<file path="src/hdl/lfmc_pkg.sv">
`timescale 1ns / 1ps
// ----------------------------------------------------------------------------
// lfmc_pkg
// Shared types and constants of the line-follow motor controller: transaction
// payloads, register map, queued command format and steering codes.
// ----------------------------------------------------------------------------
package lfmc_pkg;

   // Configuration port
   localparam int CSR_IDX_W  = 3;
   localparam int CSR_DATA_W = 16;

   localparam logic [CSR_IDX_W-1:0] CSR_PWM_PERIOD = 3'd0;
   localparam logic [CSR_IDX_W-1:0] CSR_TICK_US    = 3'd1;
   localparam logic [CSR_IDX_W-1:0] CSR_BASE_SPEED = 3'd2;
   localparam logic [CSR_IDX_W-1:0] CSR_SOFT_DELTA = 3'd3;
   localparam logic [CSR_IDX_W-1:0] CSR_HARD_DELTA = 3'd4;
   localparam logic [CSR_IDX_W-1:0] CSR_POLARITY   = 3'd5;

   // Register reset values
   localparam logic [15:0] RST_PWM_PERIOD = 16'd2000;
   localparam logic [15:0] RST_TICK_US    = 16'd500;
   localparam logic [6:0]  RST_BASE_SPEED = 7'd22;
   localparam logic [6:0]  RST_SOFT_DELTA = 7'd5;
   localparam logic [6:0]  RST_HARD_DELTA = 7'd12;
   localparam logic [2:0]  RST_POLARITY   = 3'd7;

   // Polarity flag bits
   localparam int POL_LINE_HIGH = 0;
   localparam int POL_OBST_LOW  = 1;
   localparam int POL_BUZZ_HIGH = 2;

   // Input transaction modes
   localparam logic [1:0] MODE_TICK = 2'd0;
   localparam logic [1:0] MODE_LINE = 2'd1;
   localparam logic [1:0] MODE_OBST = 2'd2;

   // Line codes {left, centre, right} after polarity
   localparam logic [2:0] CODE_LOST       = 3'b000;
   localparam logic [2:0] CODE_RIGHT_HARD = 3'b001;
   localparam logic [2:0] CODE_CENTRE     = 3'b010;
   localparam logic [2:0] CODE_RIGHT_SOFT = 3'b011;
   localparam logic [2:0] CODE_LEFT_HARD  = 3'b100;
   localparam logic [2:0] CODE_GAP        = 3'b101;
   localparam logic [2:0] CODE_LEFT_SOFT  = 3'b110;
   localparam logic [2:0] CODE_ALL        = 3'b111;

   // Steering bias
   localparam logic [1:0] BIAS_NONE  = 2'd0;
   localparam logic [1:0] BIAS_LEFT  = 2'd1;
   localparam logic [1:0] BIAS_RIGHT = 2'd2;

   localparam logic [6:0] PCT_FULL    = 7'd100;
   // {right_in2, right_in1, left_in2, left_in1}: both motors in reverse
   localparam logic [3:0] DIR_REVERSE = 4'b1010;

   localparam int QUEUE_DEPTH = 2;

   typedef struct packed {
      logic [1:0] mode;
      logic       line_left;
      logic       line_center;
      logic       line_right;
      logic       obstacle_left;
      logic       obstacle_right;
   } req_type;

   typedef struct packed {
      logic       left_pwm;
      logic       right_pwm;
      logic       left_in1;
      logic       left_in2;
      logic       right_in1;
      logic       right_in2;
      logic       buzzer_pin;
      logic [6:0] left_speed;
      logic [6:0] right_speed;
      logic       stop_issued;
      logic       blocked;
   } rsp_type;

   typedef struct packed {
      logic [15:0] pwm_period_us;
      logic [15:0] tick_us;
      logic [6:0]  base_speed;
      logic [6:0]  soft_delta;
      logic [6:0]  hard_delta;
      logic [2:0]  polarity_flags;
   } cfg_type;

   typedef enum logic [1:0] {
      CMD_TICK,
      CMD_LINE,
      CMD_OBST,
      CMD_NONE
   } cmd_kind_type;

   typedef struct packed {
      cmd_kind_type kind;
      logic [2:0]   line_code;
      logic         obstacle;
   } cmd_type;

   // Queue output handshake towards the back
   typedef struct packed {
      logic    valid;
      cmd_type head;
   } queue_out_type;

endpackage

</file>
<file path="src/hdl/lfmc_front.sv">
`timescale 1ns / 1ps
// ----------------------------------------------------------------------------
// lfmc_front
// Accepts request transactions, applies sensor polarity and classifies each
// one into a compact command for the queue.
// ----------------------------------------------------------------------------
module lfmc_front (
   input  lfmc_pkg::req_type req_data,
   input  logic              req_valid,
   output logic              req_stall,
   input  lfmc_pkg::cfg_type cfg,
   input  logic              queue_full,
   output logic              push,
   output lfmc_pkg::cmd_type push_data
);
   import lfmc_pkg::*;

   logic line_inv;
   logic obst_inv;

   // Stall only on a full queue
   assign req_stall = queue_full;
   assign push      = req_valid && !queue_full;

   // Polarity correction
   assign line_inv = ~cfg.polarity_flags[POL_LINE_HIGH];
   assign obst_inv = cfg.polarity_flags[POL_OBST_LOW];

   // Classification
   always_comb begin
      push_data.line_code = {req_data.line_left   ^ line_inv,
                             req_data.line_center ^ line_inv,
                             req_data.line_right  ^ line_inv};
      push_data.obstacle  = (req_data.obstacle_left  ^ obst_inv) |
                            (req_data.obstacle_right ^ obst_inv);
      unique case (req_data.mode)
         MODE_TICK: push_data.kind = CMD_TICK;
         MODE_LINE: push_data.kind = CMD_LINE;
         MODE_OBST: push_data.kind = CMD_OBST;
         default:   push_data.kind = CMD_NONE;
      endcase
   end

endmodule

</file>
<file path="src/hdl/lfmc_queue.sv">
`timescale 1ns / 1ps
// ----------------------------------------------------------------------------
// lfmc_queue
// Short command queue that decouples the front from the back.
// ----------------------------------------------------------------------------
module lfmc_queue (
   input  logic                    clock,
   input  logic                    reset,
   input  logic                    push,
   input  lfmc_pkg::cmd_type       push_data,
   output logic                    full,
   input  logic                    pop,
   output lfmc_pkg::queue_out_type q_out
);
   import lfmc_pkg::*;

   localparam int PTR_W = $clog2(QUEUE_DEPTH);
   localparam int CNT_W = $clog2(QUEUE_DEPTH + 1);

   cmd_type            entry_ff [QUEUE_DEPTH];
   logic [PTR_W-1:0]   wr_ptr_ff, wr_ptr_in;
   logic [PTR_W-1:0]   rd_ptr_ff, rd_ptr_in;
   logic [CNT_W-1:0]   count_ff,  count_in;

   assign full        = (count_ff == CNT_W'(QUEUE_DEPTH));
   assign q_out.valid = (count_ff != '0);
   assign q_out.head  = entry_ff[rd_ptr_ff];

   // Pointer and fill bookkeeping
   always_comb begin
      wr_ptr_in = push ? PTR_W'(wr_ptr_ff + 1'b1) : wr_ptr_ff;
      rd_ptr_in = pop  ? PTR_W'(rd_ptr_ff + 1'b1) : rd_ptr_ff;
      count_in  = count_ff;
      if (push && !pop) begin
         count_in = CNT_W'(count_ff + 1'b1);
      end else if (pop && !push) begin
         count_in = CNT_W'(count_ff - 1'b1);
      end
   end

   always_ff @(posedge clock) begin
      if (reset) begin
         wr_ptr_ff <= '0;
         rd_ptr_ff <= '0;
         count_ff  <= '0;
      end else begin
         wr_ptr_ff <= wr_ptr_in;
         rd_ptr_ff <= rd_ptr_in;
         count_ff  <= count_in;
      end
   end

   // Storage, no reset needed
   always_ff @(posedge clock) begin
      if (push) begin
         entry_ff[wr_ptr_ff] <= push_data;
      end
   end

endmodule

</file>
<file path="src/hdl/lfmc_back.sv">
`timescale 1ns / 1ps
// ----------------------------------------------------------------------------
// lfmc_back
// Executes queued commands: PWM phase advance with modulo unit and duty
// compare, steering from the line code, obstacle stop and buzzer, and the
// response output register.
// ----------------------------------------------------------------------------
module lfmc_back #(
   parameter int PHASE_BITS        = 16,
   parameter int BUZZ_TOGGLE_TICKS = 300
) (
   input  logic                    clock,
   input  logic                    reset,
   input  lfmc_pkg::cfg_type       cfg,
   input  lfmc_pkg::queue_out_type q_out,
   output logic                    pop,
   output logic                    rsp_valid,
   input  logic                    rsp_stall,
   output lfmc_pkg::rsp_type       rsp_data
);
   import lfmc_pkg::*;

   localparam int SUM_W  = (PHASE_BITS > 16 ? PHASE_BITS : 16) + 1;
   localparam int CNT_W  = $clog2(SUM_W);
   localparam int LOW_W  = (PHASE_BITS < 16 ? PHASE_BITS : 16);
   localparam int BUZZ_W = $clog2(BUZZ_TOGGLE_TICKS + 1);

   typedef enum logic [2:0] {
      S_IDLE,
      S_LINE,
      S_OBST,
      S_SUM,
      S_DIV,
      S_THR,
      S_CMP,
      S_DONE
   } state_type;

   state_type              state_ff,   state_in;
   cmd_type                cmd_ff,     cmd_in;
   logic                   stop_ff,    stop_in;
   logic [PHASE_BITS-1:0]  phase_ff,   phase_in;
   logic [6:0]             duty_l_ff,  duty_l_in;
   logic [6:0]             duty_r_ff,  duty_r_in;
   logic [1:0]             bias_ff,    bias_in;
   logic                   obst_ff,    obst_in;
   logic                   alarm_ff,   alarm_in;
   logic                   blevel_ff,  blevel_in;
   logic [BUZZ_W-1:0]      bcount_ff,  bcount_in;
   logic [3:0]             dir_ff,     dir_in;
   logic [1:0]             pins_ff,    pins_in;
   logic [SUM_W-1:0]       num_ff,     num_in;
   logic [15:0]            rem_ff,     rem_in;
   logic [CNT_W-1:0]       cnt_ff,     cnt_in;
   logic [15:0]            mod_ff,     mod_in;
   logic [22:0]            prod_l_ff,  prod_l_in;
   logic [22:0]            prod_r_ff,  prod_r_in;
   logic [23:0]            lim_ff,     lim_in;
   logic                   rsp_valid_ff, rsp_valid_in;
   rsp_type                rsp_data_ff,  rsp_data_in;

   logic [SUM_W-1:0]       sum;
   logic [SUM_W-1:0]       period_ext;
   logic [SUM_W-1:0]       period_x2;
   logic [16:0]            trial;
   logic [15:0]            rem_step;
   logic [15:0]            phase_lo;
   logic [BUZZ_W-1:0]      bcount_inc;
   logic signed [8:0]      base_s, soft_s, hard_s, left_s, right_s;
   logic                   slot_free;
   logic                   buzz_on;

   function automatic logic [6:0] clamp_pct(input logic signed [8:0] v);
      logic [6:0] r;
      if (v < 9'sd0) begin
         r = 7'd0;
      end else if (v > $signed({2'b00, PCT_FULL})) begin
         r = PCT_FULL;
      end else begin
         r = v[6:0];
      end
      return r;
   endfunction

   assign rsp_valid = rsp_valid_ff;
   assign rsp_data  = rsp_data_ff;
   assign slot_free = !rsp_valid_ff || !rsp_stall;
   assign pop       = (state_ff == S_IDLE) && q_out.valid;

   // Phase sum and one restoring modulo step
   assign sum        = SUM_W'(phase_ff) + SUM_W'(cfg.tick_us);
   assign period_ext = SUM_W'(cfg.pwm_period_us);
   assign period_x2  = SUM_W'({cfg.pwm_period_us, 1'b0});
   assign trial      = {rem_ff, num_ff[SUM_W-1]};
   assign rem_step   = (trial >= {1'b0, cfg.pwm_period_us}) ?
                       16'(trial - {1'b0, cfg.pwm_period_us}) : trial[15:0];
   assign phase_lo   = 16'(mod_ff[LOW_W-1:0]);
   assign bcount_inc = BUZZ_W'(bcount_ff + 1'b1);

   // Steering operands
   assign base_s = $signed({2'b00, cfg.base_speed});
   assign soft_s = $signed({2'b00, cfg.soft_delta});
   assign hard_s = $signed({2'b00, cfg.hard_delta});
   assign buzz_on = alarm_ff & blevel_ff;

   // Next-state logic
   always_comb begin
      state_in     = state_ff;
      cmd_in       = cmd_ff;
      stop_in      = stop_ff;
      phase_in     = phase_ff;
      duty_l_in    = duty_l_ff;
      duty_r_in    = duty_r_ff;
      bias_in      = bias_ff;
      obst_in      = obst_ff;
      alarm_in     = alarm_ff;
      blevel_in    = blevel_ff;
      bcount_in    = bcount_ff;
      dir_in       = dir_ff;
      pins_in      = pins_ff;
      num_in       = num_ff;
      rem_in       = rem_ff;
      cnt_in       = cnt_ff;
      mod_in       = mod_ff;
      prod_l_in    = prod_l_ff;
      prod_r_in    = prod_r_ff;
      lim_in       = lim_ff;
      rsp_data_in  = rsp_data_ff;
      rsp_valid_in = rsp_valid_ff && rsp_stall;
      left_s       = base_s;
      right_s      = base_s;

      unique case (state_ff)
         // Take the next command
         S_IDLE: begin
            if (q_out.valid) begin
               cmd_in  = q_out.head;
               stop_in = 1'b0;
               unique case (q_out.head.kind)
                  CMD_TICK: state_in = S_SUM;
                  CMD_LINE: state_in = S_LINE;
                  CMD_OBST: state_in = S_OBST;
                  default:  state_in = S_DONE;
               endcase
            end
         end

         // Line update, ignored while blocked
         S_LINE: begin
            state_in = S_DONE;
            if (!obst_ff) begin
               if (cmd_ff.line_code == CODE_LEFT_HARD ||
                   cmd_ff.line_code == CODE_LEFT_SOFT) begin
                  bias_in = BIAS_LEFT;
               end
               if (cmd_ff.line_code == CODE_RIGHT_HARD ||
                   cmd_ff.line_code == CODE_RIGHT_SOFT) begin
                  bias_in = BIAS_RIGHT;
               end
               unique case (cmd_ff.line_code)
                  CODE_LEFT_SOFT: begin
                     left_s  = base_s - soft_s;
                     right_s = base_s + soft_s;
                  end
                  CODE_RIGHT_SOFT: begin
                     left_s  = base_s + soft_s;
                     right_s = base_s - soft_s;
                  end
                  CODE_LEFT_HARD: begin
                     left_s  = base_s - hard_s;
                     right_s = base_s + hard_s;
                  end
                  CODE_RIGHT_HARD: begin
                     left_s  = base_s + hard_s;
                     right_s = base_s - hard_s;
                  end
                  CODE_GAP: begin
                     if (bias_ff == BIAS_LEFT) begin
                        left_s  = base_s - soft_s;
                        right_s = base_s + soft_s;
                     end else if (bias_ff == BIAS_RIGHT) begin
                        left_s  = base_s + soft_s;
                        right_s = base_s - soft_s;
                     end
                  end
                  CODE_ALL: begin
                     left_s  = base_s >>> 1;
                     right_s = base_s >>> 1;
                  end
                  default: ;
               endcase
               if (cmd_ff.line_code == CODE_LOST) begin
                  duty_l_in = '0;
                  duty_r_in = '0;
                  dir_in    = '0;
                  pins_in   = '0;
                  stop_in   = 1'b1;
               end else begin
                  duty_l_in = clamp_pct(left_s);
                  duty_r_in = clamp_pct(right_s);
                  dir_in    = DIR_REVERSE;
               end
            end
         end

         // Obstacle update: stop and raise the alarm, or clear it
         S_OBST: begin
            state_in = S_DONE;
            obst_in  = cmd_ff.obstacle;
            if (cmd_ff.obstacle) begin
               alarm_in  = 1'b1;
               duty_l_in = '0;
               duty_r_in = '0;
               dir_in    = '0;
               pins_in   = '0;
               stop_in   = 1'b1;
            end else begin
               alarm_in  = 1'b0;
               blevel_in = 1'b0;
               bcount_in = '0;
            end
         end

         // Phase advance; short cases avoid the modulo loop
         S_SUM: begin
            if (cfg.pwm_period_us == '0) begin
               phase_in = '0;
               state_in = S_CMP;
            end else if (sum < period_ext) begin
               mod_in   = 16'(sum);
               state_in = S_THR;
            end else if (sum < period_x2) begin
               mod_in   = 16'(sum - period_ext);
               state_in = S_THR;
            end else begin
               num_in   = sum;
               rem_in   = '0;
               cnt_in   = '0;
               state_in = S_DIV;
            end
         end

         // One remainder bit per cycle
         S_DIV: begin
            rem_in = rem_step;
            num_in = SUM_W'(num_ff << 1);
            if (cnt_ff == CNT_W'(SUM_W - 1)) begin
               mod_in   = rem_step;
               state_in = S_THR;
            end else begin
               cnt_in = CNT_W'(cnt_ff + 1'b1);
            end
         end

         // Duty thresholds: phase < d*P/100  <=>  d*P >= 100*(phase+1)
         S_THR: begin
            phase_in  = PHASE_BITS'(phase_lo);
            prod_l_in = 23'(duty_l_ff) * 23'(cfg.pwm_period_us);
            prod_r_in = 23'(duty_r_ff) * 23'(cfg.pwm_period_us);
            lim_in    = (24'(phase_lo) + 24'd1) * 24'(PCT_FULL);
            state_in  = S_CMP;
         end

         // PWM pins and buzzer
         S_CMP: begin
            if (cfg.pwm_period_us == '0) begin
               pins_in = '0;
            end else begin
               pins_in = {({1'b0, prod_r_ff} >= lim_ff), ({1'b0, prod_l_ff} >= lim_ff)};
            end
            if (alarm_ff) begin
               if (bcount_ff == '0) begin
                  blevel_in = ~blevel_ff;
               end
               bcount_in = (bcount_inc >= BUZZ_W'(BUZZ_TOGGLE_TICKS)) ? '0 : bcount_inc;
            end else begin
               blevel_in = 1'b0;
               bcount_in = '0;
            end
            state_in = S_DONE;
         end

         // Deliver the response transaction
         S_DONE: begin
            if (slot_free) begin
               rsp_valid_in            = 1'b1;
               rsp_data_in.left_pwm    = pins_ff[0];
               rsp_data_in.right_pwm   = pins_ff[1];
               rsp_data_in.left_in1    = dir_ff[0];
               rsp_data_in.left_in2    = dir_ff[1];
               rsp_data_in.right_in1   = dir_ff[2];
               rsp_data_in.right_in2   = dir_ff[3];
               rsp_data_in.buzzer_pin  = cfg.polarity_flags[POL_BUZZ_HIGH] ?
                                         buzz_on : ~buzz_on;
               rsp_data_in.left_speed  = duty_l_ff;
               rsp_data_in.right_speed = duty_r_ff;
               rsp_data_in.stop_issued = stop_ff;
               rsp_data_in.blocked     = obst_ff;
               state_in                = S_IDLE;
            end
         end

         default: state_in = S_IDLE;
      endcase
   end

   // State and registered outputs
   always_ff @(posedge clock) begin
      if (reset) begin
         state_ff     <= S_IDLE;
         stop_ff      <= 1'b0;
         phase_ff     <= '0;
         duty_l_ff    <= '0;
         duty_r_ff    <= '0;
         bias_ff      <= BIAS_NONE;
         obst_ff      <= 1'b0;
         alarm_ff     <= 1'b0;
         blevel_ff    <= 1'b0;
         bcount_ff    <= '0;
         dir_ff       <= '0;
         pins_ff      <= '0;
         cnt_ff       <= '0;
         rsp_valid_ff <= 1'b0;
      end else begin
         state_ff     <= state_in;
         stop_ff      <= stop_in;
         phase_ff     <= phase_in;
         duty_l_ff    <= duty_l_in;
         duty_r_ff    <= duty_r_in;
         bias_ff      <= bias_in;
         obst_ff      <= obst_in;
         alarm_ff     <= alarm_in;
         blevel_ff    <= blevel_in;
         bcount_ff    <= bcount_in;
         dir_ff       <= dir_in;
         pins_ff      <= pins_in;
         cnt_ff       <= cnt_in;
         rsp_valid_ff <= rsp_valid_in;
      end
      cmd_ff      <= cmd_in;
      num_ff      <= num_in;
      rem_ff      <= rem_in;
      mod_ff      <= mod_in;
      prod_l_ff   <= prod_l_in;
      prod_r_ff   <= prod_r_in;
      lim_ff      <= lim_in;
      rsp_data_ff <= rsp_data_in;
   end

endmodule

</file>
<file path="src/hdl/line_follow_motor_controller_unit.sv">
`timescale 1ns / 1ps
// ----------------------------------------------------------------------------
// line_follow_motor_controller_unit
// Three-sensor line follower with two-motor PWM, obstacle stop and buzzer.
//
//   Channel | Direction | Handshake        | Payload
//   req_    | in        | valid / stall    | mode, line and obstacle pins
//   rsp_    | out       | valid / stall    | pins, duties, stop, blocked
//   csr_    | in        | valid / ready    | register index, write data
//
// Each request gives one response. After S_IDLE a line or obstacle command passes
// its update state, a tick S_SUM, S_THR and S_CMP (no S_THR with a zero period),
// an idle-mode one none, before S_DONE raises rsp_valid. When phase+tick reaches
// twice the period, the bit-serial modulo unit (S_DIV) runs after S_SUM.
// A 2-entry command queue sits between the front and the back, so requests are
// still taken while a response waits; the front stalls once the queue is full.
// Reset is synchronous and skips the data registers; csr_ready is always high.
// ----------------------------------------------------------------------------
module line_follow_motor_controller_unit #(
   parameter int PHASE_BITS        = 16,
   parameter int BUZZ_TOGGLE_TICKS = 300
) (
   input  logic                                clock,
   input  logic                                reset,
   input  logic                                req_valid,
   output logic                                req_stall,
   input  lfmc_pkg::req_type                   req_data,
   output logic                                rsp_valid,
   input  logic                                rsp_stall,
   output lfmc_pkg::rsp_type                   rsp_data,
   input  logic                                csr_valid,
   output logic                                csr_ready,
   input  logic [lfmc_pkg::CSR_IDX_W-1:0]      csr_index,
   input  logic [lfmc_pkg::CSR_DATA_W-1:0]     csr_data
);
   import lfmc_pkg::*;

   cfg_type       cfg_ff, cfg_in;
   logic          push;
   cmd_type       push_data;
   logic          queue_full;
   logic          pop;
   queue_out_type q_out;

   assign csr_ready = 1'b1;

   // Register file writes
   always_comb begin
      cfg_in = cfg_ff;
      if (csr_valid && csr_ready) begin
         unique case (csr_index)
            CSR_PWM_PERIOD: cfg_in.pwm_period_us  = csr_data;
            CSR_TICK_US:    cfg_in.tick_us        = csr_data;
            CSR_BASE_SPEED: cfg_in.base_speed     = csr_data[6:0];
            CSR_SOFT_DELTA: cfg_in.soft_delta     = csr_data[6:0];
            CSR_HARD_DELTA: cfg_in.hard_delta     = csr_data[6:0];
            CSR_POLARITY:   cfg_in.polarity_flags = csr_data[2:0];
            default: ;
         endcase
      end
   end

   always_ff @(posedge clock) begin
      if (reset) begin
         cfg_ff.pwm_period_us  <= RST_PWM_PERIOD;
         cfg_ff.tick_us        <= RST_TICK_US;
         cfg_ff.base_speed     <= RST_BASE_SPEED;
         cfg_ff.soft_delta     <= RST_SOFT_DELTA;
         cfg_ff.hard_delta     <= RST_HARD_DELTA;
         cfg_ff.polarity_flags <= RST_POLARITY;
      end else begin
         cfg_ff <= cfg_in;
      end
   end

   lfmc_front u_front (
      .req_data   (req_data),
      .req_valid  (req_valid),
      .req_stall  (req_stall),
      .cfg        (cfg_ff),
      .queue_full (queue_full),
      .push       (push),
      .push_data  (push_data)
   );

   lfmc_queue u_queue (
      .clock     (clock),
      .reset     (reset),
      .push      (push),
      .push_data (push_data),
      .full      (queue_full),
      .pop       (pop),
      .q_out     (q_out)
   );

   lfmc_back #(
      .PHASE_BITS        (PHASE_BITS),
      .BUZZ_TOGGLE_TICKS (BUZZ_TOGGLE_TICKS)
   ) u_back (
      .clock     (clock),
      .reset     (reset),
      .cfg       (cfg_ff),
      .q_out     (q_out),
      .pop       (pop),
      .rsp_valid (rsp_valid),
      .rsp_stall (rsp_stall),
      .rsp_data  (rsp_data)
   );

endmodule
</file>
<file path="config.mk">
export PLATFORM = sky130hd
export DESIGN_NAME = line_follow_motor_controller_unit
export DESIGN_NICKNAME = d
export VERILOG_FILES = /design/src/hdl/lfmc_pkg.sv /design/src/hdl/lfmc_front.sv /design/src/hdl/lfmc_queue.sv /design/src/hdl/lfmc_back.sv /design/src/hdl/line_follow_motor_controller_unit.sv
export SDC_FILE = /design/constraint.sdc
export NUM_CORES = 1
export LEC_CHECK = 0
export BUFFER_PORTS_ARGS = -buffer_cell sky130_fd_sc_hd__buf_2
export CAP_MARGIN = 20
export CORE_AREA = 2 2 218 220
export DETAILED_ROUTE_END_ITERATION = 7
export DIE_AREA = 0 0 220 222
export HOLD_SLACK_MARGIN = 0.02
export PLACE_DENSITY = 0.71
export SYNTH_ARGS = -nofsm -noshare
export SYNTH_HDL_FRONTEND = slang
export SYNTH_HIERARCHICAL = 1
export SYNTH_SLANG_ARGS = --single-unit
</file>
<file path="constraint.sdc">
create_clock -name clock -period 7.2 [get_ports clock]
set_input_delay 0.36 -clock clock [delete_from_list [all_inputs] [get_ports clock]]
set_output_delay 0.36 -clock clock [all_outputs]
set_load 0.1 [all_outputs]
</file>
==> results of run 1 <==
[power groups by stage]
stage,combinational (mW),sequential [mW],clock [mW]
after floorplan,4.68,2.48,0
after global placement,5.72,2.63,0
after detailed placement,5.89,2.64,0
after CTS,5.94,2.61,1.62
after global routing,6.67,2.65,1.68
final,5.96,2.62,1.59
[placed cells by master, fill, tap and decap left out, drive strengths merged, types with 24 or more instances in the layout]
cell type    n
a21o        46
a21oi      131
and2       141
and3        24
buf         68
clkbuf      43
dfxtp      117
edfxtp     153
fa         157
ha         274
inv        307
mux2i       86
nand2      218
nand2b      81
nand3       44
nor2       199
nor2b       34
nor3        52
o21a        26
o21ai       80
xnor2       89
xor2        37
[registers in the layout, indices dropped and copies added (netlist names), 16 cells and up, named ones only]
register / flops
cfg_ff: 56
u_back/lim_ff: 22
u_back/mod_ff: 16
u_back/num_ff: 17
u_back/phase_ff: 16
u_back/prod_l_ff: 23
u_back/prod_r_ff: 23
u_back/rem_ff: 16
u_back/rsp_data: 20
[timing repair]
action	4_1_cts	5_1_grt
resized for setup	0	0
hold buffers	3	0
hold endpoints to repair	5	0
[stage by stage]
| stage | hold slack, ns | power [mW] | setup slack (ns) |
|---|---|---|---|
| global placement | 0.426 | 8.35 | 1.77 |
| floorplan | 0.408 | 7.16 | 2.15 |
| detailed placement | 0.425 | 8.53 | 1.66 |
| global route | 0.0399 | 11.0 | 1.44 |
| CTS | 0.0275 | 10.2 | 1.64 |
| finish | 0.0447 | 10.2 | 1.68 |
[path summary, 6_finish.rpt]
| path | cells past startpoint | slack, ns | from | end |
|---|---|---|---|---|
| setup / recovery | 18 | 1.68 | cfg_ff[41]$_SDFFE_PP0P_ | u_back/prod_r_ff[22]$_DFFE_PP_ |
| hold / removal | 3 | 0.04 | csr_data[10] | cfg_ff[34]$_SDFFE_PP0P_ |
| setup reg to reg | 18 | 1.68 | cfg_ff[41]$_SDFFE_PP0P_ | u_back/prod_r_ff[22]$_DFFE_PP_ |
| hold reg to reg | 0 | 0.44 | u_back/stop_ff$_SDFFE_PP0P_ | u_back/rsp_data[1]$_DFFE_PP_ |
[Yosys cell counts (all sizes together), types with 37 or more instances]
cell type | n | area [µm²]
nand2b | 81 | 514
nand2 | 218 | 818
clkbuf | 65 | 244
a21oi | 131 | 659
mux2i | 86 | 861
nor2 | 199 | 749
inv | 306 | 1150
and2 | 141 | 882
a21o | 46 | 345
xnor2 | 89 | 780
fa | 157 | 3140
dfxtp | 117 | 2340
buf | 42 | 257
xor2 | 37 | 324
edfxtp | 153 | 4590
o21ai | 80 | 400
nor3 | 52 | 260
ha | 274 | 3430
nand3 | 44 | 220
[logic make-up (layout without fill, tap and decap cells)]
logic type               Yosys count  count (layout)  synth area share [%]
AO/OA/AOI/OAI                    511             511                  14.0
XOR/XNOR                         126             126                  4.35
adder cells (fa/ha/maj)          431             431                  25.9
buffers and inverters            413             433                  6.50
flip-flops                       270             270                  27.3
multiplexers                      97              97                  3.88
other                              2               3                0.0296
AND/OR/NAND/NOR                  893             893                  18.0
[metal layers]
metal / vias to the layer above / share of wire, % / track usage, %
met5: - / 0.020 / 0
met4: 2 / 3.0 / 8.25
met3: 129 / 6.1 / 3.02
met2: 686 / 47 / 42.7
met1: 9506 / 44 / 36.3
li1: 9469 / - / -
[cell type report]
type	count	area, µm²	share of cell area (%)
multi-input cells	2061	16800	62.0
inverters	306	1150	4.24
repair buffers	71	414	1.53
clock inverters	13	178	0.655
flip-flops and latches	270	6940	25.6
clock buffers	43	862	3.18
well taps	607	759	2.80
[worst register-to-register path, delay by kind of cell (launching register included)]
kind,cells,cell delay [ns]
compound gates,7,1.44
fa+ha+maj,5,2.46
simple gates,2,0.29
buf+inv,3,0.15
xor+xnor,1,0.12
flops,1,0.79
==> results.sh, run 1 <==
export IMPL_status="finished clean"
export IMPL_grt_use_total_pct=26.2
export IMPL_swShare_pct=43.9
export IMPL_area_delta_synth_final_pct=6.89
export IMPL_place_gp_congestion=0.915
export IMPL_first_pass_iters=6
export IMPL_clock_path_buffers=3
export IMPL_grt_max_degree=81
export IMPL_synth_seq_cells=270
export IMPL_hold_violations=0
export IMPL_crit_buf_inv=3
export IMPL_synth_cells=2743
export IMPL_ys_seq_area_share_pct=27.3
export IMPL_num_vias=19800
export IMPL_clkLatencyLatePin_ns=0.61
export IMPL_hpwl_um=49500
export IMPL_crit_chain="nand2_1 -> fa_1 -> fa_1 -> inv_1 -> fa_1 -> inv_1 -> fa_1 -> inv_1 -> ha_1 -> o21ai_0 -> nor2_1 -> o21bai_1 -> a21oi_1 -> a311oi_1 -> a21oi_1 -> a41o_1 -> o21ba_2 -> xnor2_1"
export IMPL_cp_required_ns=7.53
export IMPL_syn_avg_cell_area_um2=9.25
export IMPL_synth_distinct_cells=97
export IMPL_post_cts_setup_buffer_count=0
export IMPL_synth_edf_count=153
export IMPL_critPathTopFamily="adder cells"
export IMPL_pin_count=57
export IMPL_grt_pass1_wl_um=103000
export IMPL_grt_pass1_vias=19500
export IMPL_tritoncts="built"
export IMPL_end_kind="register"
export IMPL_die_area_mm2=0.0488
export IMPL_p_seq_share_pct=25.8
export IMPL_fillers=4024
export IMPL_rsz0062_at_grt="no"
export IMPL_p_clk_share_pct=15.6
export IMPL_clock_root_buffer="clkbuf_16"
export IMPL_relSlewSlack_pct=22.5
export IMPL_fp_dieW_um=220
export IMPL_slew_violations=0
export IMPL_wl_um=63800
export IMPL_max_stage_delay_ns=0.79
export IMPL_min_path_type="in -> reg"
export IMPL_power_leakage_nw=12.5
export IMPL_path_common_cell="fa_1"
export IMPL_syn_cell_area_mm2=0.0254
export IMPL_gr_total_overflow=0
export IMPL_final_area_mm2=0.0271
export IMPL_antenna_found_initial=1
export IMPL_clock_sinks=270
export IMPL_cts_max_level=1
export IMPL_clk_pin_slew_ns=0.06
export IMPL_core_region_area_mm2=0.0463
export IMPL_die_h_um=222
export IMPL_layout_nets=3202
export IMPL_cts_made_buffers=30
export IMPL_ant_nets=0
export IMPL_worstSetupStartpointType="register"
export IMPL_tns_ns=0
export IMPL_ys_flop_type="edfxtp_1"
export IMPL_placed_area_mm2=0.0260
export IMPL_vias_per_cell=5.87
export IMPL_wire_per_inst_um=18.9
export IMPL_layout_drive_gt1_share_pct=6.44
export IMPL_drt_iter0_drc=1621
export IMPL_finalCriticalPeriod_ns=5.52
export IMPL_insertedDiodeCount=0
export IMPL_port_buffers=53
export IMPL_internal_power_mw=5.70
export IMPL_final_util_pct=58.6
export IMPL_cp_max_fo=18
export IMPL_ys_warn_count=6
export IMPL_ir_drop_v=0.000392
export IMPL_p_sw_mw=4.47
export IMPL_drc_errors=0
export IMPL_dp_cells=3311
export IMPL_synth_async_reset_ratio_pct=0
export IMPL_max_freq_ghz=0.181
export IMPL_cp_slowest_cell="dfxtp_1"
export IMPL_crit_type="reg -> reg"
export IMPL_power_density_mw_per_mm2=375
export IMPL_comb_power_share_pct=58.6
export IMPL_fin_worst_skew_ns=0.0252
export IMPL_tightest_slew_ns=1.13
export IMPL_fp_row_count=79
export IMPL_start_util_pct=54.8
export IMPL_period_share_pct=76.7
export IMPL_critPathArrivalTime_ns=5.85
export IMPL_setup_violations=0
export IMPL_stdcell_count=3371
export IMPL_maxCapViolations=0
No activity file was read; power rests on OpenSTA's default activity.
==> inputs of run 2 (changes only) <==
--- a/config.mk
+++ b/config.mk
@@ -5,13 +5,14 @@
 export SDC_FILE = /design/constraint.sdc
 export NUM_CORES = 1
 export LEC_CHECK = 0
+export ABC_AREA = 1
 export BUFFER_PORTS_ARGS = -buffer_cell sky130_fd_sc_hd__buf_2
 export CAP_MARGIN = 20
-export CORE_AREA = 2 2 218 220
+export CORE_AREA = 2 2 219 221
 export DETAILED_ROUTE_END_ITERATION = 7
-export DIE_AREA = 0 0 220 222
+export DIE_AREA = 0 0 221 223
 export HOLD_SLACK_MARGIN = 0.02
-export PLACE_DENSITY = 0.71
+export PLACE_DENSITY = 0.74
 export SYNTH_ARGS = -nofsm -noshare
 export SYNTH_HDL_FRONTEND = slang
 export SYNTH_HIERARCHICAL = 1
==> constraint.sdc (replaced) <==
create_clock -name clock -period 4.5 [get_ports clock]
set_input_delay 0.225 -clock clock [delete_from_list [all_inputs] [get_ports clock]]
set_output_delay 0.225 -clock clock [all_outputs]
set_load 0.1 [all_outputs]
==> results.sh, run 2 <==
export IMPL_end_kind="register"
export IMPL_start_util_pct=54.2
export IMPL_placed_area_mm2=0.0276
export IMPL_insertedDiodeCount=0
export IMPL_final_area_mm2=0.0299
export IMPL_die_area_mm2=0.0493
export IMPL_cts_max_level=1
export IMPL_clock_sinks=270
export IMPL_finalCriticalPeriod_ns=4.64
export IMPL_violations="setup timing"
export IMPL_maxCapViolations=0
export IMPL_max_freq_ghz=0.215
export IMPL_ir_drop_v=0.000674
export IMPL_area_delta_synth_final_pct=16.9
export IMPL_place_gp_congestion=0.971
export IMPL_grt_max_degree=87
export IMPL_fin_worst_skew_ns=0.0540
export IMPL_gr_max_usage_layer="met2"
export IMPL_grt_pass1_wl_um=110000
export IMPL_die_h_um=223
export IMPL_drc_errors=0
export IMPL_grt_use_total_pct=27.5
export IMPL_core_region_area_mm2=0.0471
export IMPL_fp_dieW_um=221
export IMPL_hp_start="csr_index[1]"
export IMPL_yosys_area_top_type_share_pct=18.0
export IMPL_dp_cells=4068
export IMPL_dp_slack_ns=-0.212
export IMPL_tns_ns=-0.479
export IMPL_ys_flop_type="edfxtp_1"
export IMPL_cp_required_ns=4.82
export IMPL_clock_root_buffer="clkbuf_16"
export IMPL_ys_top_cells_by_count="nand2_1, inv_1, ha_1"
export IMPL_status="finished, violations left"
export IMPL_antenna_found_initial=1
export IMPL_clk_pin_slew_ns=0.06
export IMPL_final_common_cell="nand2_1"
export IMPL_gr_total_overflow=0
export IMPL_grt_pass1_vias=21400
export IMPL_layout_nets=4008
export IMPL_drt_iter0_drc=1614
export IMPL_synth_seq_cells=270
export IMPL_crit_type="reg -> reg"
export IMPL_ys_seq_area_share_pct=27.1
export IMPL_worstSetupStartpointType="register"
export IMPL_syn_avg_cell_area_um2=7.66
export IMPL_wire_per_inst_um=16.9
export IMPL_relSlewSlack_pct=26.8
export IMPL_synth_async_reset_ratio_pct=0
export IMPL_pin_count=57
export IMPL_synth_cells=3337
export IMPL_fillers=3973
export IMPL_num_vias=22500
export IMPL_hpwl_um=53800
export IMPL_synth_area_leaders="edfxtp_1, ha_1, fa_1"
export IMPL_tightest_slew_ns=1.10
export IMPL_fp_row_count=80
export IMPL_critPathArrivalTime_ns=4.96
export IMPL_grtUsageMet1_pct=36.4
export IMPL_grtUsageMet2_pct=45.8
export IMPL_rsz0062_at_grt="yes"
export IMPL_clkLatencyLatePin_ns=0.62
export IMPL_layout_drive_gt1_share_pct=15.2
export IMPL_r2r_start="cfg_ff[45]$_SDFFE_PP0P_"
export IMPL_vias_per_cell=5.38
export IMPL_wl_um=70600
export IMPL_hold_violations=0
export IMPL_synth_top_cell_by_area="edfxtp_1"
export IMPL_largestRegisters="cfg_ff: 56 flops, u_back/prod_l_ff: 23 flops, u_back/prod_r_ff: 23 flops"
export IMPL_ant_nets=0
export IMPL_period_share_pct=103
export IMPL_layout_setup_ws_ns=-0.143
export IMPL_synth_edf_count=153
export IMPL_tritoncts="built"
export IMPL_synth_distinct_cells=62
export IMPL_layout_common_cells="nand2_1, inv_1, ha_1, nor2_1, nand3_1"
export IMPL_power_density_mw_per_mm2=582
export IMPL_gr_usage_met3_pct=4.40
export IMPL_clock_path_buffers=3
export IMPL_slew_violations=0
export IMPL_cts_made_buffers=30
export IMPL_ys_warn_count=6
export IMPL_port_buffers=53
export IMPL_cp_max_fo=6
export IMPL_power_leakage_nw=15.4
export IMPL_setup_violations=8
export IMPL_r2r_slack_ns=-0.14
export IMPL_critical_path_startpoint="cfg_ff[45]$_SDFFE_PP0P_"
export IMPL_yosysMostFrequentCell="nand2_1"
export IMPL_syn_cell_area_mm2=0.0256
export IMPL_min_path_type="in -> reg"
export IMPL_largest_reg_flops=56
export IMPL_first_pass_iters=7
export IMPL_stdcell_count=4185
export IMPL_top_register="cfg_ff"
run 2: repair_timing:
item,in CTS,in global routing
gates resized for setup,47,146
hold buffers,26,0
hold endpoints to repair,47,0
pin swaps,23,100
setup endpoints to repair,19,26
buffers inserted,11,28
run 2: kinds of logic (layout without fill, tap and decap cells):
kind of cell,after synthesis,count (layout),synth area share [%]
adders and majority gates,431,431,25.7
muxes,6,6,0.264
buffers and inverters,722,954,11.0
other,2,3,0.0294
xor gates and xnor gates,123,123,4.22
AOI/OAI and AO/OA,390,390,8.43
and+or+nand+nor,1393,1393,23.2
DFF,270,270,27.1
run 2: layer usage:
metal	vias to the layer above	wire length, µm
met2	746	32900
met3	168	4540
met5	-	0
met4	0	2850
met1	10600	30200
li1	11000	-
run 2: per-stage QoR:
stage / utilization, % / hold slack (ns) / power [mW]
after floorplan: - / 0.297 / 10.9
after global placement: 58.6 / 0.409 / 13.5
after detailed placement: 58.6 / 0.417 / 13.6
after CTS: 61.7 / 0.0575 / 16.3
after global routing: 63.4 / 0.104 / 18.8
final: 63.4 / 0.0756 / 17.4
run 2: worst max-delay path: stages (launching register included):
cell	delay (ns)
dfxtp_4	0.37
buf_6	0.13
buf_4	0.13
nand2_1	0.06
inv_1	0.05
fa_1	0.46
fa_1	0.51
fa_1	0.53
inv_2	0.04
fa_1	0.53
inv_2	0.05
ha_4	0.22
a21o_1	0.17
a21oi_2	0.15
nand2_2	0.08
nand3_2	0.06
nand2_2	0.06
a21boi_2	0.19
o21ai_2	0.10
a21boi_2	0.20
o21ai_2	0.09
xor2_1	0.14
run 2: worst paths after layout:
| path | endpoint | cells after the start |
|---|---|---|
| setup reg to reg | u_back/prod_l_ff[20]$_DFFE_PP_ | 21 |
| setup / recovery | u_back/prod_l_ff[20]$_DFFE_PP_ | 21 |
| hold / removal | cfg_ff[19]$_SDFFE_PP1P_ | 5 |
| hold reg to reg | u_back/rsp_data[1]$_DFFE_PP_ | 0 |
run 2: power by group:
part           total (mW)  internal [mW]  switching (mW)
clock network        2.42           1.30            1.12
registers            3.92           3.54           0.381
logic                11.0           4.42            6.61
run 2: area by class of cell:
class	count	area, µm²	area share [%]
Clock buffer	35	769	2.58
Clock inverter	21	180	0.603
Inverter	607	2280	7.64
Multi-Input combinational cell	2346	16600	55.6
Sequential cell	270	7000	23.4
Tap cell	615	769	2.58
Timing Repair Buffer	291	2270	7.61
